==> src/hdl/mcpi_pkg.sv <==
// mcpi_pkg: widths, constants, register indexes and shared types of the motor current pi loop
// used by mcpi_front, mcpi_queue, mcpi_back and motor_current_pi_loop; depends on nothing
`default_nettype none

package mcpi_pkg;

   // sample path
   localparam int SAMPLE_BITS = 12;
   localparam int SUM_BITS    = SAMPLE_BITS + 4;    // ten samples
   localparam int CUR_BITS    = SAMPLE_BITS + 1;    // measured current, target
   localparam int ERR_BITS    = SAMPLE_BITS + 2;    // current error
   localparam int DIFF_BITS   = ERR_BITS + 1;       // error change
   localparam int WINDOW_LEN  = 10;
   localparam int COUNT_BITS  = 4;
   localparam int TRIM_SHIFT  = 3;                  // divide by 8

   localparam logic [SAMPLE_BITS-1:0] ZERO_RESET = SAMPLE_BITS'(2079);
   localparam logic [SAMPLE_BITS-1:0] MIN_RESET  = {SAMPLE_BITS{1'b1}};

   // controller
   localparam int GAIN_BITS  = 14;
   localparam int DUTY_BITS  = 15;
   localparam int CSR_INDEX_BITS = 2;

   localparam logic [GAIN_BITS-1:0] PROP_GAIN_RESET  = GAIN_BITS'(80);
   localparam logic [GAIN_BITS-1:0] INTEG_GAIN_RESET = GAIN_BITS'(2200);
   localparam logic [GAIN_BITS-1:0] DUTY_LIMIT_RESET = GAIN_BITS'(9000);

   localparam logic [CSR_INDEX_BITS-1:0] CSR_PROP_GAIN  = 2'd0;
   localparam logic [CSR_INDEX_BITS-1:0] CSR_INTEG_GAIN = 2'd1;
   localparam logic [CSR_INDEX_BITS-1:0] CSR_DUTY_LIMIT = 2'd2;

   // divide by 1000 as multiply by ceil(2^38 / 1000), exact for products below 2^32
   localparam int PROD_BITS   = DIFF_BITS - 1 + GAIN_BITS;
   localparam int RECIP_BITS  = 29;
   localparam int RECIP_SHIFT = 38;
   localparam logic [RECIP_BITS-1:0] RECIP_MULT = RECIP_BITS'(274877907);
   localparam int QUOT_BITS   = PROD_BITS + RECIP_BITS - RECIP_SHIFT;
   localparam int TERM_BITS   = QUOT_BITS + 1;
   localparam int ACC_BITS    = TERM_BITS + 2;

   // queue between front and back
   localparam int QUEUE_DEPTH = 2;
   localparam int QPTR_BITS   = 1;
   localparam int QFILL_BITS  = 2;

   typedef struct packed {
      logic                       calib;
      logic [SAMPLE_BITS-1:0]     mean;
      logic signed [CUR_BITS-1:0] target;
      logic                       force_off;
   } window_type;

   typedef struct packed {
      logic full;
      logic empty;
   } queue_status_type;

   typedef struct packed {
      logic [GAIN_BITS-1:0] prop_gain;
      logic [GAIN_BITS-1:0] integ_gain;
      logic [GAIN_BITS-1:0] duty_limit;
   } gains_type;

endpackage

`default_nettype wire

==> src/hdl/mcpi_front.sv <==
// mcpi_front: takes adc sample requests, keeps running sum, min and max over a window
// and pushes a trimmed-mean window record into the queue; depends on mcpi_pkg
`default_nettype none

module mcpi_front (
   input  wire                                        clock,
   input  wire                                        reset,
   input  wire                                        req_valid,
   output logic                                       req_ready,
   input  wire                                        req_action,
   input  wire        [mcpi_pkg::SAMPLE_BITS-1:0]     req_sample,
   input  wire signed [mcpi_pkg::CUR_BITS-1:0]        req_target_current,
   input  wire                                        req_force_off,
   input  mcpi_pkg::queue_status_type                 q_status,
   output logic                                       push_valid,
   output mcpi_pkg::window_type                       push_win
);

   logic [mcpi_pkg::COUNT_BITS-1:0]  count_ff;
   logic [mcpi_pkg::SUM_BITS-1:0]    sum_ff;
   logic [mcpi_pkg::SAMPLE_BITS-1:0] min_ff;
   logic [mcpi_pkg::SAMPLE_BITS-1:0] max_ff;

   logic [mcpi_pkg::SUM_BITS-1:0]    sum_in;
   logic [mcpi_pkg::SAMPLE_BITS-1:0] min_in;
   logic [mcpi_pkg::SAMPLE_BITS-1:0] max_in;
   logic [mcpi_pkg::SUM_BITS-1:0]    trimmed;
   logic                             last;
   logic                             accept;

   assign last      = (count_ff == mcpi_pkg::COUNT_BITS'(mcpi_pkg::WINDOW_LEN - 1));
   // only the closing request of a window needs room in the queue
   assign req_ready = !(last && q_status.full);
   assign accept    = req_valid && req_ready;

   always_comb begin
      sum_in  = sum_ff + mcpi_pkg::SUM_BITS'(req_sample);
      min_in  = (req_sample < min_ff) ? req_sample : min_ff;
      max_in  = (req_sample > max_ff) ? req_sample : max_ff;
      trimmed = sum_in - mcpi_pkg::SUM_BITS'(min_in) - mcpi_pkg::SUM_BITS'(max_in);
   end

   assign push_valid         = accept && last;
   assign push_win.calib     = req_action;
   assign push_win.mean      =
      trimmed[mcpi_pkg::SAMPLE_BITS+mcpi_pkg::TRIM_SHIFT-1:mcpi_pkg::TRIM_SHIFT];
   assign push_win.target    = req_target_current;
   assign push_win.force_off = req_force_off;

   always_ff @(posedge clock) begin
      if (reset) begin
         count_ff <= '0;
         sum_ff   <= '0;
         min_ff   <= mcpi_pkg::MIN_RESET;
         max_ff   <= '0;
      end else if (accept) begin
         if (last) begin
            count_ff <= '0;
            sum_ff   <= '0;
            min_ff   <= mcpi_pkg::MIN_RESET;
            max_ff   <= '0;
         end else begin
            count_ff <= count_ff + 1'b1;
            sum_ff   <= sum_in;
            min_ff   <= min_in;
            max_ff   <= max_in;
         end
      end
   end

   a_count_range: assert property (@(posedge clock) disable iff (reset)
      count_ff < mcpi_pkg::COUNT_BITS'(mcpi_pkg::WINDOW_LEN))
      else $error("window sample count out of range");

endmodule

`default_nettype wire

==> src/hdl/mcpi_queue.sv <==
// mcpi_queue: short register queue of window records between front and back
// depends on mcpi_pkg
`default_nettype none

module mcpi_queue (
   input  wire                         clock,
   input  wire                         reset,
   input  wire                         push_valid,
   input  mcpi_pkg::window_type        push_win,
   input  wire                         pop,
   output mcpi_pkg::window_type        pop_win,
   output mcpi_pkg::queue_status_type  q_status
);

   mcpi_pkg::window_type               entry_ff [mcpi_pkg::QUEUE_DEPTH];
   logic [mcpi_pkg::QPTR_BITS-1:0]     wr_ptr_ff;
   logic [mcpi_pkg::QPTR_BITS-1:0]     rd_ptr_ff;
   logic [mcpi_pkg::QFILL_BITS-1:0]    fill_ff;

   function automatic logic [mcpi_pkg::QPTR_BITS-1:0] next_ptr(
      input logic [mcpi_pkg::QPTR_BITS-1:0] ptr);
      if (ptr == mcpi_pkg::QPTR_BITS'(mcpi_pkg::QUEUE_DEPTH - 1))
         return '0;
      return ptr + 1'b1;
   endfunction

   assign q_status.full  = (fill_ff == mcpi_pkg::QFILL_BITS'(mcpi_pkg::QUEUE_DEPTH));
   assign q_status.empty = (fill_ff == '0);
   assign pop_win        = entry_ff[rd_ptr_ff];

   always_ff @(posedge clock) begin
      if (push_valid)
         entry_ff[wr_ptr_ff] <= push_win;
   end

   always_ff @(posedge clock) begin
      if (reset) begin
         wr_ptr_ff <= '0;
         rd_ptr_ff <= '0;
         fill_ff   <= '0;
      end else begin
         if (push_valid)
            wr_ptr_ff <= next_ptr(wr_ptr_ff);
         if (pop)
            rd_ptr_ff <= next_ptr(rd_ptr_ff);
         if (push_valid && !pop)
            fill_ff <= fill_ff + 1'b1;
         else if (pop && !push_valid)
            fill_ff <= fill_ff - 1'b1;
      end
   end

   a_no_overflow: assert property (@(posedge clock) disable iff (reset)
      !(push_valid && q_status.full))
      else $error("window queue overflow");

   a_no_underflow: assert property (@(posedge clock) disable iff (reset)
      !(pop && q_status.empty))
      else $error("window queue underflow");

endmodule

`default_nettype wire

==> src/hdl/mcpi_back.sv <==
// mcpi_back: sequencer that turns a window record into calibration or a pi duty update
// with one shared multiplier, and holds the response register; depends on mcpi_pkg
`default_nettype none

module mcpi_back (
   input  wire                                       clock,
   input  wire                                       reset,
   input  mcpi_pkg::queue_status_type                q_status,
   input  mcpi_pkg::window_type                      pop_win,
   output logic                                      pop,
   input  mcpi_pkg::gains_type                       gains,
   output logic                                      rsp_valid,
   input  wire                                       rsp_ready,
   output logic signed [mcpi_pkg::DUTY_BITS-1:0]     rsp_duty,
   output logic signed [mcpi_pkg::CUR_BITS-1:0]      rsp_measured_current,
   output logic signed [mcpi_pkg::ERR_BITS-1:0]      rsp_current_error,
   output logic        [mcpi_pkg::SAMPLE_BITS-1:0]   rsp_zero_level,
   output logic                                      rsp_was_calibration
);

   typedef enum logic [2:0] {
      ST_IDLE,
      ST_CALC,
      ST_MUL_P,
      ST_DIV_P,
      ST_MUL_I,
      ST_DIV_I,
      ST_SUM,
      ST_EMIT
   } state_type;

   state_type                                   state_ff;
   mcpi_pkg::window_type                        win_ff;
   logic        [mcpi_pkg::SAMPLE_BITS-1:0]     zero_ff;
   logic signed [mcpi_pkg::ERR_BITS-1:0]        prev_ff;
   logic signed [mcpi_pkg::DUTY_BITS-1:0]       duty_ff;
   logic signed [mcpi_pkg::CUR_BITS-1:0]        meas_ff;
   logic signed [mcpi_pkg::ERR_BITS-1:0]        err_ff;
   logic        [mcpi_pkg::DIFF_BITS-2:0]       diffmag_ff;
   logic                                        diffneg_ff;
   logic        [mcpi_pkg::ERR_BITS-2:0]        errmag_ff;
   logic                                        errneg_ff;
   logic        [mcpi_pkg::PROD_BITS-1:0]       prod_ff;
   logic signed [mcpi_pkg::TERM_BITS-1:0]       pterm_ff;
   logic signed [mcpi_pkg::TERM_BITS-1:0]       iterm_ff;

   logic                                        rsp_valid_ff;
   logic signed [mcpi_pkg::DUTY_BITS-1:0]       rsp_duty_ff;
   logic signed [mcpi_pkg::CUR_BITS-1:0]        rsp_meas_ff;
   logic signed [mcpi_pkg::ERR_BITS-1:0]        rsp_err_ff;
   logic        [mcpi_pkg::SAMPLE_BITS-1:0]     rsp_zero_ff;
   logic                                        rsp_calib_ff;

   logic signed [mcpi_pkg::CUR_BITS-1:0]        meas_now;
   logic signed [mcpi_pkg::ERR_BITS-1:0]        err_now;
   logic signed [mcpi_pkg::DIFF_BITS-1:0]       diff_now;
   logic        [mcpi_pkg::DIFF_BITS-1:0]       diff_abs;
   logic        [mcpi_pkg::ERR_BITS-1:0]        err_abs;
   logic        [mcpi_pkg::PROD_BITS-1:0]       mul_a;
   logic        [mcpi_pkg::RECIP_BITS-1:0]      mul_b;
   logic        [mcpi_pkg::PROD_BITS+mcpi_pkg::RECIP_BITS-1:0] mul_p;
   logic        [mcpi_pkg::QUOT_BITS-1:0]       quot;
   logic signed [mcpi_pkg::TERM_BITS-1:0]       quot_s;
   logic signed [mcpi_pkg::TERM_BITS-1:0]       term;
   logic signed [mcpi_pkg::ACC_BITS-1:0]       acc_sum;
   logic signed [mcpi_pkg::ACC_BITS-1:0]       lim_pos;
   logic signed [mcpi_pkg::ACC_BITS-1:0]       duty_new;
   logic                                        out_free;

   assign pop      = (state_ff == ST_IDLE) && !q_status.empty;
   assign out_free = !rsp_valid_ff || rsp_ready;

   // window arithmetic
   always_comb begin
      meas_now = $signed({1'b0, zero_ff}) - $signed({1'b0, win_ff.mean});
      err_now  = mcpi_pkg::ERR_BITS'(win_ff.target) - mcpi_pkg::ERR_BITS'(meas_now);
      diff_now = mcpi_pkg::DIFF_BITS'(err_now) - mcpi_pkg::DIFF_BITS'(prev_ff);
      diff_abs = diff_now[mcpi_pkg::DIFF_BITS-1] ? -diff_now : diff_now;
      err_abs  = err_now[mcpi_pkg::ERR_BITS-1] ? -err_now : err_now;
   end

   // shared multiplier: gain times magnitude, then product times reciprocal of 1000
   always_comb begin
      case (state_ff)
         ST_MUL_P: begin
            mul_a = mcpi_pkg::PROD_BITS'(diffmag_ff);
            mul_b = mcpi_pkg::RECIP_BITS'(gains.prop_gain);
         end
         ST_MUL_I: begin
            mul_a = mcpi_pkg::PROD_BITS'(errmag_ff);
            mul_b = mcpi_pkg::RECIP_BITS'(gains.integ_gain);
         end
         ST_DIV_P, ST_DIV_I: begin
            mul_a = prod_ff;
            mul_b = mcpi_pkg::RECIP_MULT;
         end
         default: begin
            mul_a = '0;
            mul_b = '0;
         end
      endcase
      mul_p  = mul_a * mul_b;
      quot   = mul_p[mcpi_pkg::PROD_BITS+mcpi_pkg::RECIP_BITS-1:mcpi_pkg::RECIP_SHIFT];
      quot_s = $signed({1'b0, quot});
      // truncation towards zero: divide the magnitude, then restore the sign
      if (state_ff == ST_DIV_P)
         term = diffneg_ff ? -quot_s : quot_s;
      else
         term = errneg_ff ? -quot_s : quot_s;
   end

   // duty update with idle zeroing, clamp and forced stop
   always_comb begin
      acc_sum = mcpi_pkg::ACC_BITS'(duty_ff) + mcpi_pkg::ACC_BITS'(pterm_ff)
              + mcpi_pkg::ACC_BITS'(iterm_ff);
      lim_pos = $signed(mcpi_pkg::ACC_BITS'(gains.duty_limit));
      duty_new = acc_sum;
      if (win_ff.target == '0 && err_ff == '0)
         duty_new = '0;
      if (duty_new > lim_pos)
         duty_new = lim_pos;
      if (duty_new < -lim_pos)
         duty_new = -lim_pos;
      if (win_ff.force_off)
         duty_new = '0;
   end

   always_ff @(posedge clock) begin
      if (reset) begin
         state_ff     <= ST_IDLE;
         zero_ff      <= mcpi_pkg::ZERO_RESET;
         prev_ff      <= '0;
         duty_ff      <= '0;
         rsp_valid_ff <= 1'b0;
      end else begin
         // the emit step reloads the response register itself
         if (rsp_valid_ff && rsp_ready && state_ff != ST_EMIT)
            rsp_valid_ff <= 1'b0;
         case (state_ff)
            ST_IDLE: begin
               if (pop) begin
                  win_ff   <= pop_win;
                  state_ff <= ST_CALC;
               end
            end
            ST_CALC: begin
               if (win_ff.calib) begin
                  zero_ff  <= win_ff.mean;
                  meas_ff  <= '0;
                  err_ff   <= '0;
                  state_ff <= ST_EMIT;
               end else begin
                  meas_ff    <= meas_now;
                  err_ff     <= err_now;
                  diffmag_ff <= diff_abs[mcpi_pkg::DIFF_BITS-2:0];
                  diffneg_ff <= diff_now[mcpi_pkg::DIFF_BITS-1];
                  errmag_ff  <= err_abs[mcpi_pkg::ERR_BITS-2:0];
                  errneg_ff  <= err_now[mcpi_pkg::ERR_BITS-1];
                  state_ff   <= ST_MUL_P;
               end
            end
            ST_MUL_P: begin
               prod_ff  <= mul_p[mcpi_pkg::PROD_BITS-1:0];
               state_ff <= ST_DIV_P;
            end
            ST_DIV_P: begin
               pterm_ff <= term;
               state_ff <= ST_MUL_I;
            end
            ST_MUL_I: begin
               prod_ff  <= mul_p[mcpi_pkg::PROD_BITS-1:0];
               state_ff <= ST_DIV_I;
            end
            ST_DIV_I: begin
               iterm_ff <= term;
               state_ff <= ST_SUM;
            end
            ST_SUM: begin
               duty_ff  <= mcpi_pkg::DUTY_BITS'(duty_new);
               prev_ff  <= err_ff;
               state_ff <= ST_EMIT;
            end
            ST_EMIT: begin
               if (out_free) begin
                  rsp_valid_ff <= 1'b1;
                  rsp_duty_ff  <= duty_ff;
                  rsp_meas_ff  <= meas_ff;
                  rsp_err_ff   <= err_ff;
                  rsp_zero_ff  <= zero_ff;
                  rsp_calib_ff <= win_ff.calib;
                  state_ff     <= ST_IDLE;
               end
            end
            default: state_ff <= ST_IDLE;
         endcase
      end
   end

   assign rsp_valid            = rsp_valid_ff;
   assign rsp_duty             = rsp_duty_ff;
   assign rsp_measured_current = rsp_meas_ff;
   assign rsp_current_error    = rsp_err_ff;
   assign rsp_zero_level       = rsp_zero_ff;
   assign rsp_was_calibration  = rsp_calib_ff;

   a_rsp_from_emit: assert property (@(posedge clock) disable iff (reset)
      $rose(rsp_valid_ff) |-> $past(state_ff == ST_EMIT))
      else $error("response raised outside emit step");

   a_calib_no_current: assert property (@(posedge clock) disable iff (reset)
      rsp_valid_ff && rsp_calib_ff |-> rsp_meas_ff == '0 && rsp_err_ff == '0)
      else $error("calibration response carries a current");

endmodule

`default_nettype wire

==> src/hdl/motor_current_pi_loop.sv <==
// motor_current_pi_loop: top level of the motor current pi loop with trimmed-mean sampling
// depends on mcpi_pkg, mcpi_front, mcpi_queue and mcpi_back
//
// Usage: one 12-bit adc sample per request on the req_ channel. Every tenth request closes
// a window; its trimmed mean (sum - min - max) / 8 either becomes the zero level (action
// high) or drives an incremental pi step on the duty. Only the closing request of a window
// gives a response on the rsp_ channel; the other nine give none.
// Throughput: one request per cycle. req_ready drops only on a closing request while both
// queue entries are taken, i.e. when a response has been stalled for about three windows.
// Sequencing: a closed window passes the queue to the back-end sequencer, which steps a
// control window through both gain products and both divides by 1000 on one shared
// multiplier, then the sum, and a calibration window straight to the response register.
// Stall: a response waits in the output register until rsp_ready; the sampler keeps taking
// requests meanwhile and finished windows wait in the two-entry queue.
// Reset (synchronous): window empty, zero level 2079, duty and previous error 0, gains
// 80 / 2200 with duty limit 9000. csr_ writes take effect at once and are meant for idle.
`default_nettype none

module motor_current_pi_loop (
   input  wire                                         clock,
   input  wire                                         reset,
   input  wire                                         req_valid,
   output logic                                        req_ready,
   input  wire                                         req_action,
   input  wire        [mcpi_pkg::SAMPLE_BITS-1:0]      req_sample,
   input  wire signed [mcpi_pkg::CUR_BITS-1:0]         req_target_current,
   input  wire                                         req_force_off,
   output logic                                        rsp_valid,
   input  wire                                         rsp_ready,
   output logic signed [mcpi_pkg::DUTY_BITS-1:0]       rsp_duty,
   output logic signed [mcpi_pkg::CUR_BITS-1:0]        rsp_measured_current,
   output logic signed [mcpi_pkg::ERR_BITS-1:0]        rsp_current_error,
   output logic        [mcpi_pkg::SAMPLE_BITS-1:0]     rsp_zero_level,
   output logic                                        rsp_was_calibration,
   input  wire                                         csr_write_enable,
   input  wire        [mcpi_pkg::CSR_INDEX_BITS-1:0]   csr_index,
   input  wire        [mcpi_pkg::GAIN_BITS-1:0]        csr_write_data
);

   logic [mcpi_pkg::GAIN_BITS-1:0] prop_gain_ff;
   logic [mcpi_pkg::GAIN_BITS-1:0] integ_gain_ff;
   logic [mcpi_pkg::GAIN_BITS-1:0] duty_limit_ff;

   mcpi_pkg::gains_type        gains;
   mcpi_pkg::queue_status_type q_status;
   mcpi_pkg::window_type       push_win;
   mcpi_pkg::window_type       pop_win;
   logic                       push_valid;
   logic                       pop;

   always_ff @(posedge clock) begin
      if (reset) begin
         prop_gain_ff  <= mcpi_pkg::PROP_GAIN_RESET;
         integ_gain_ff <= mcpi_pkg::INTEG_GAIN_RESET;
         duty_limit_ff <= mcpi_pkg::DUTY_LIMIT_RESET;
      end else if (csr_write_enable) begin
         case (csr_index)
            mcpi_pkg::CSR_PROP_GAIN:  prop_gain_ff  <= csr_write_data;
            mcpi_pkg::CSR_INTEG_GAIN: integ_gain_ff <= csr_write_data;
            mcpi_pkg::CSR_DUTY_LIMIT: duty_limit_ff <= csr_write_data;
            default: ;
         endcase
      end
   end

   assign gains.prop_gain  = prop_gain_ff;
   assign gains.integ_gain = integ_gain_ff;
   assign gains.duty_limit = duty_limit_ff;

   mcpi_front u_front (
      .clock              (clock),
      .reset              (reset),
      .req_valid          (req_valid),
      .req_ready          (req_ready),
      .req_action         (req_action),
      .req_sample         (req_sample),
      .req_target_current (req_target_current),
      .req_force_off      (req_force_off),
      .q_status           (q_status),
      .push_valid         (push_valid),
      .push_win           (push_win)
   );

   mcpi_queue u_queue (
      .clock      (clock),
      .reset      (reset),
      .push_valid (push_valid),
      .push_win   (push_win),
      .pop        (pop),
      .pop_win    (pop_win),
      .q_status   (q_status)
   );

   mcpi_back u_back (
      .clock                (clock),
      .reset                (reset),
      .q_status             (q_status),
      .pop_win              (pop_win),
      .pop                  (pop),
      .gains                (gains),
      .rsp_valid            (rsp_valid),
      .rsp_ready            (rsp_ready),
      .rsp_duty             (rsp_duty),
      .rsp_measured_current (rsp_measured_current),
      .rsp_current_error    (rsp_current_error),
      .rsp_zero_level       (rsp_zero_level),
      .rsp_was_calibration  (rsp_was_calibration)
   );

endmodule

`default_nettype wire
==> config.mk <==
export PLATFORM = sky130hd
export DESIGN_NAME = motor_current_pi_loop
export DESIGN_NICKNAME = d
export VERILOG_FILES = /design/src/hdl/mcpi_pkg.sv /design/src/hdl/mcpi_front.sv /design/src/hdl/mcpi_queue.sv /design/src/hdl/mcpi_back.sv /design/src/hdl/motor_current_pi_loop.sv
export SDC_FILE = /design/constraint.sdc
export NUM_CORES = 2
export LEC_CHECK = 0
export ABC_AREA = 0
export BUFFER_PORTS_ARGS = -buffer_cell sky130_fd_sc_hd__buf_2
export CAP_MARGIN = 0
export CORE_MARGIN = 5
export CORE_UTILIZATION = 58
export CTS_CLUSTER_SIZE = 16
export DETAILED_ROUTE_END_ITERATION = 6
export PLACE_DENSITY = 0.89
export SYNTH_ARGS = -nofsm -noshare
export SYNTH_HDL_FRONTEND = slang
export SYNTH_SLANG_ARGS = --single-unit
==> constraint.sdc <==
create_clock -name clock -period 9.3 [get_ports clock]
set_input_delay 0.93 -clock clock [delete_from_list [all_inputs] [get_ports clock]]
set_output_delay 0.93 -clock clock [all_outputs]
set_load 0.1 [all_outputs]
# == Yosys cells after proc, flatten, opt, wreduce, memory -nomap -nowiden ==
# Memory sizes are Yosys's and may differ from the RTL's. A register that Yosys moved wholly into a read port is not among the register bits.
# Cells that the tools add are included.
# word_totals
register_bits,314
ramBits,54
inputBits,48
output_inout_bits,57
wordCells,141
n_memories,1
# op_classes
n_addsub,17
multipliers,1
order_cmp,4
eq_ne,14
n_mux,38
bitwise_logic,2
n_reduce_logical,35
# mem_list
name,depth,width,read_ports,rd_ports_with_merged_regs,write_ports,line,rtl
u_queue.entry_ff,2,27,1,1,1,mcpi_queue.sv:15,mcpi_pkg::window_type entry_ff [mcpi_pkg::QUEUE_DEPTH];
# op_table
cell,n
$pmux 29 s3,1
$pmux 28 s3,1
$mux 20,3
$mul 28x29->57,1
$mux 12,4
$mux 22,2
$mux 15,2
$sub 15x12->15,2
$pmux 3 s8,1
$add 21x20->22,1
$gt 22x15->1,1
$lt 22x22->1,1
$neg 14->22,1
$add 15x20->21,1
$neg 19->20,1
$reduce_and 2->1,9
$add 16x12->16,1
$mux 16,1
$mux 1,15
$sub 14x14->15,1
$logic_not 14->1,1
$mux 14,1
$neg 14->14,1
$sub 13x13->14,1
other kinds (31),57

# == Depth between registers and ports, before layout ==
# depth
word_depth,9
depth_mapped,36
depth_no_buf,33

# == By module ==
# A second synthesis with hierarchy kept.
# hier_totals
cells_unflattened,4082
hier_area_um2,40257.4
# modules_own_cells
module,instances,cells_per_inst,area_each_um2,seq_area_each_um2
mcpi_back,1,3371,32597.5,7086.8
mcpi_front,1,438,3786.1,860.8
mcpi_queue,1,106,2153.3,1721.7
motor_current_pi_loop,1,167,1720.4,840.8

# == Worst setup path before layout ==
# No wires, ideal clock.
# synth_path
kind,register -> register
from,register u_back.state_ff[0]
to,"register u_back.iterm_ff[16] in the netlist's numbering, data pin"
setup_ns,0.267
t_arrival_ns,8.777
required_time_ns,9.033
setup_slack_ns,0.256
stages_incl_launch_ff,31
path_buffers,5
period_less_slack_ns,9.044
path_cell_list,dfxtp_1 -> clkbuf_1 -> clkbuf_1 -> buf_1 -> clkbuf_1 -> mux2i_1 -> o21ai_0 -> nand2_1 -> fa_1 -> fa_1 -> inv_1 -> fa_1 -> inv_1 -> fa_1 -> inv_1 -> fa_1 -> fa_1 -> inv_1 -> fa_1 -> inv_1 -> ha_1 -> clkbuf_1 -> nand4_1 -> a2111oi_4 -> o2111ai_2 -> and2_1 -> xnor2_1 -> or4b_4 -> and4bb_1 -> a31oi_1 -> xnor2_1
# synth_between
elab_chain_cells,7
word_cells_on_any_way,12
classes_between,add/sub (1); mul (1); eq/ne (4); mux (5); reduce/logical (1)
# synth_rtl
element,line,rtl
"start, declared",mcpi_back.sv:32,state_type state_ff;
"start signal, assigned",mcpi_back.sv:130,state_ff <= ST_IDLE;
"start signal, assigned",mcpi_back.sv:143,state_ff <= ST_CALC;
"start signal, assigned",mcpi_back.sv:151,state_ff <= ST_EMIT;
$eq 3x3->1 or $eq 3x2->1 (tied branches),"mcpi_back.sv:84, mcpi_back.sv:106",
$reduce_or 2->1,mcpi_back.sv:84,case (state_ff)
$pmux 28 s3 or $pmux 29 s3 (tied branches),mcpi_back.sv:84,
$mul 28x29->57,mcpi_back.sv:102,mul_p = mul_a * mul_b;
$neg 19->20,"mcpi_back.sv:107, mcpi_back.sv:109",
$mux 20 (on tied branches),"mcpi_back.sv:109, mcpi_back.sv:107",
$mux 20 (*),mcpi_back.sv:106,if (state_ff == ST_DIV_P)
via u_back.term (one bit),mcpi_back.sv:64,logic signed [mcpi_pkg::TERM_BITS-1:0] term;
"end signal, assigned",mcpi_back.sv:175,iterm_ff <= term;
"end, declared",mcpi_back.sv:45,logic signed [mcpi_pkg::TERM_BITS-1:0] iterm_ff;
# The timed path passes the listed nets; every way through them passes the cells marked *.
# A chain may end at the register's enable or synchronous reset.

# == Worst setup path after layout ==
# layout_path
from,register u_back.state_ff[1]
to,"register u_back.pterm_ff[16] in the netlist's numbering, data pin"
# layout_between
elab_chain_cells,7
word_cells_on_any_way,12
classes_between,add/sub (1); mul (1); eq/ne (4); mux (5); reduce/logical (1)
# layout_rtl
element,line,rtl
$eq 3x3->1 or $eq 3x2->1 (tied branches),"mcpi_back.sv:84, mcpi_back.sv:106",
$reduce_or 2->1,mcpi_back.sv:84,
$pmux 28 s3 or $pmux 29 s3 (tied branches),mcpi_back.sv:84,
$mul 28x29->57,mcpi_back.sv:102,
$neg 19->20,"mcpi_back.sv:107, mcpi_back.sv:109",
$mux 20 (on tied branches),"mcpi_back.sv:109, mcpi_back.sv:107",
$mux 20 (*),mcpi_back.sv:106,
via u_back.term (one bit),mcpi_back.sv:64,
"end signal, assigned",mcpi_back.sv:167,pterm_ff <= term;
"end, declared",mcpi_back.sv:44,logic signed [mcpi_pkg::TERM_BITS-1:0] pterm_ff;
# Marks and branches as above.

==> impl_metrics.csv <==
group,metric,value,unit
run_status,status,"finished with violations",
critical_path,critPathMaxStageDelay,0.56,ns
global_routing,grt_max_degree,63,
synthesis,syn-cell-area,0.03991,sq mm
global_routing,grt_antenna_before_repair,2,
clock_tree,cts_sinks,394,
clock_tree,cts_tree,"built",
synthesis,synthFlopType,"edfxtp_1",
global_routing,overflow,0,
synthesis,synth_cell_types,95,
placement,hpwlAfterDp,90390,um
clock_tree,cts.root.buffer_cell,"clkbuf_16",
routing,drc,1,
routing,vias_per_cell,5.882,
clock_tree,numCtsBuffers,41,
finish,utilization,63.86,%
routing,drt_wl_total,112900,um
sta,rsz0062_at_grt,"no",
synthesis,syn_avg_cell_area,9.655,sq um
critical_path,critPathArrivalTime,9.38,ns
global_routing,grt_pass1_vias,32100,
clock_tree,clk_transition_reported_paths,0.06,ns
critical_path,cp.required,9.61,ns
finish,nets,5300,
sta,worst_slack,0.2332,ns
routing,firstDrtPassIters,7,
synthesis,ys_warn_count,0,
power_and_ir_drop,leakagePower,20.67,nW
placement,place_congestion,1.029,
routing,dr_total_vias,31010,
critical_path,cp_num_buf_inv,9,
global_routing,grt_pass1_wl,177400,um
critical_path,path_delay_family,"adder cells",
sta,slew_headroom,12.54,%
die,dieArea,0.07416,sq mm
sta,period_share,97.49,%
global_routing,grt_usage,30.36,%
routing,drt_iter0_drc,3173,
synthesis,async_flop_share,0,%
placement,pre_cts_ws,-0.02722,ns
routing,wl_per_cell,21.42,um
critical_path,crit_slowest_cell,"fa_1",
sta,post-route-min-period,9.067,ns
sta,hold_viol_final,0,
die,rows,96,
die,start_util,58.30,%
clock_tree,htree_levels,2,
critical_path,worstSetupPathType,"reg2reg",
power_and_ir_drop,powerDensity,203.2,mW/mm^2
clock_tree,clk-insertion-delay-late,0.60,ns
sta,hold_ws,0.4254,ns
critical_path,path_max_fanout,18,
clock_tree,cts.path.max_buffers,3,
routing,detail-route-antenna-nets,0,
die,die_w,272.3,um
synthesis,synth_seq_cells,394,
sta,fmax,110.3,MHz
synthesis,synth_edf_count,260,
die,core,0.06847,sq mm
critical_path,critPathCaptureType,"register",
sta,setup_viol,0,
die,die_h,272.3,um
synthesis,ys_seq_area_share,26.28,%
run,drv_cap,0,
sta,worst_pin_slew,1.305,ns
power_and_ir_drop,max-vdd-ir-drop,274.0,uV
finish,drive_above_1_share,9.207,%
placement,postPlaceCellArea,0.04231,sq mm
sta,drv_slew,0,
placement,io_buffers,104,
run_status,violations,"design-rule violations",
worst_hold_path,hold_path.class,"reg2reg",
sta,fin_skew,0.03339,ns
finish,final_area,0.04372,sq mm
die,pin_count,105,
critical_path,start_kind,"register",
finish,syn2layout_area_growth,9.549,%
synthesis,syn_inst,4134,
-- cells in the mapped netlist, drive strengths merged (10+ instances only) --
cell type | number | share of area, %
edfxtp | 260 | 20
a311o | 11 | 0.28
nand4 | 23 | 0.36
o22a | 17 | 0.37
a21o | 72 | 1.4
dfxtp | 134 | 6.7
mux2 | 49 | 1.4
nand3 | 50 | 0.63
or2 | 14 | 0.22
and3 | 30 | 0.48
nand2b | 35 | 0.55
o211ai | 15 | 0.29
clkbuf | 107 | 1.0
xor2 | 46 | 1.0
nor2b | 38 | 0.60
nand3b | 19 | 0.36
a21boi | 10 | 0.19
inv | 757 | 7.1
o21a | 21 | 0.39
o21bai | 15 | 0.28
mux2i | 33 | 0.83
fa | 460 | 23
buf | 15 | 0.16
o22ai | 18 | 0.30
nor4 | 13 | 0.24
nor2 | 314 | 3.0
xnor2 | 103 | 2.3
nand2 | 414 | 3.9
and2 | 38 | 0.60
a211oi | 24 | 0.48
ha | 436 | 14
a31oi | 21 | 0.34
o21ai | 115 | 1.5
nor3 | 50 | 0.64
a22oi | 17 | 0.32
or3 | 25 | 0.39
a21oi | 204 | 2.6
-- where the power goes --
group / switching, mW / total (mW) / leakage [nW] / internal [mW]
sequential: 0.120 / 2.41 / 3.46 / 2.29
combinational: 2.96 / 4.84 / 16.6 / 1.87
clock: 0.756 / 1.64 / 0.635 / 0.882
total: 3.84 / 8.88 / 20.7 / 5.04
-- repair_timing --
action | in CTS | in global routing
hold buffers | 0 | 0
setup endpoints to repair | 14 | 24
gates resized for setup | 1 | 26
pin swaps | 0 | 2
buffers inserted | 0 | 1
-- logic make-up (layout without fill, tap and decap cells) --
logic type	count (synthesis)	in the layout	synth area share, %
xor gates and xnor gates	149	149	3.270
other	2	85	0.01882
DFF	394	394	26.28
AOI/OAI and AO/OA	641	641	10.65
muxes	82	82	2.210
buffers and inverters	882	1054	8.320
adders and majority gates	896	896	36.74
and+or+nand+nor	1088	1088	12.51
-- stage by stage --
stage                     setup TNS (ns)  cells  power (mW)
final                                  0   5271       8.884
after global routing                   0   5270       9.434
after CTS                              0   5269       8.781
after detailed placement        -0.09493   5194       7.081
after global placement                 0   5194       6.870
after floorplan                        0   4216       5.815
-- cells in the final DEF (no fill, tap or decap), drive strengths merged, types with 19 or more instances in the layout --
cell type,instances
xor2,46
conb,84
nor2b,38
and3,30
a211oi,24
a31oi,21
a21oi,204
edfxtp,260
inv,759
clkbuf,54
o21ai,115
nor2,314
mux2,49
nor3,50
fa,460
nand4,23
and2,38
or3,25
ha,436
dfxtp,134
o21a,21
nand2,414
mux2i,33
nand3b,19
a21o,72
xnor2,103
buf,219
nand3,50
nand2b,35
-- path summary, 6_finish.rpt --
path	from	end	slack (ns)	depth (start not counted)
min reg2reg	u_back.meas_ff[1]	u_back.rsp_measured_current[1]	0.43	0
min	u_back.meas_ff[1]	u_back.rsp_measured_current[1]	0.43	0
max reg2reg	u_back.state_ff[1]	u_back.pterm_ff[16]	0.23	32
max	u_back.state_ff[1]	u_back.pterm_ff[16]	0.23	32
-- area by class of cell --
| type | count | area [sq um] |
|---|---|---|
| clock inverter | 21 | 226.5 |
| inverter | 760 | 2853 |
| antenna | 1 | 2.502 |
| fill | 5213 | 24740 |
| timing repair buffer | 219 | 1424 |
| tap | 882 | 1104 |
| sequential | 394 | 10500 |
| clock buffer | 54 | 1099 |
| multi-input combinational | 2940 | 26520 |
-- sequential cells by signal (all words and copies together), names as in the netlist, 3 cells and up --
name	flops
u_back.win_ff	27
u_back.err_ff	14
integ_gain_ff	14
duty_limit_ff	14
u_back.errmag_ff	13
u_front.min_ff	12
u_back.diffmag_ff	14
prop_gain_ff	14
u_back.duty_ff	15
u_back.rsp_zero_level	12
u_back.rsp_duty	15
u_front.max_ff	12
u_front.sum_ff	15
u_back.prod_ff	28
u_front.count_ff	4
u_back.iterm_ff	20
u_back.meas_ff	13
u_back.zero_ff	12
u_back.state_ff	3
u_back.prev_ff	14
u_back.rsp_current_error	14
u_back.rsp_measured_current	13
u_queue.entry_ff	54
u_back.pterm_ff	20
-- metal layers --
metal / vias up / GRT usage (%) / part of all wire [%]
met3: 301 / 5.391 / 8.7
met1: 15230 / 40.16 / 39
met4: 2 / 9.513 / 3.7
met2: 1510 / 51.32 / 48
li1: 13960 / - / -
met5: - / 0 / 0.012
Note: power is estimated with default switching activity, not from simulation.
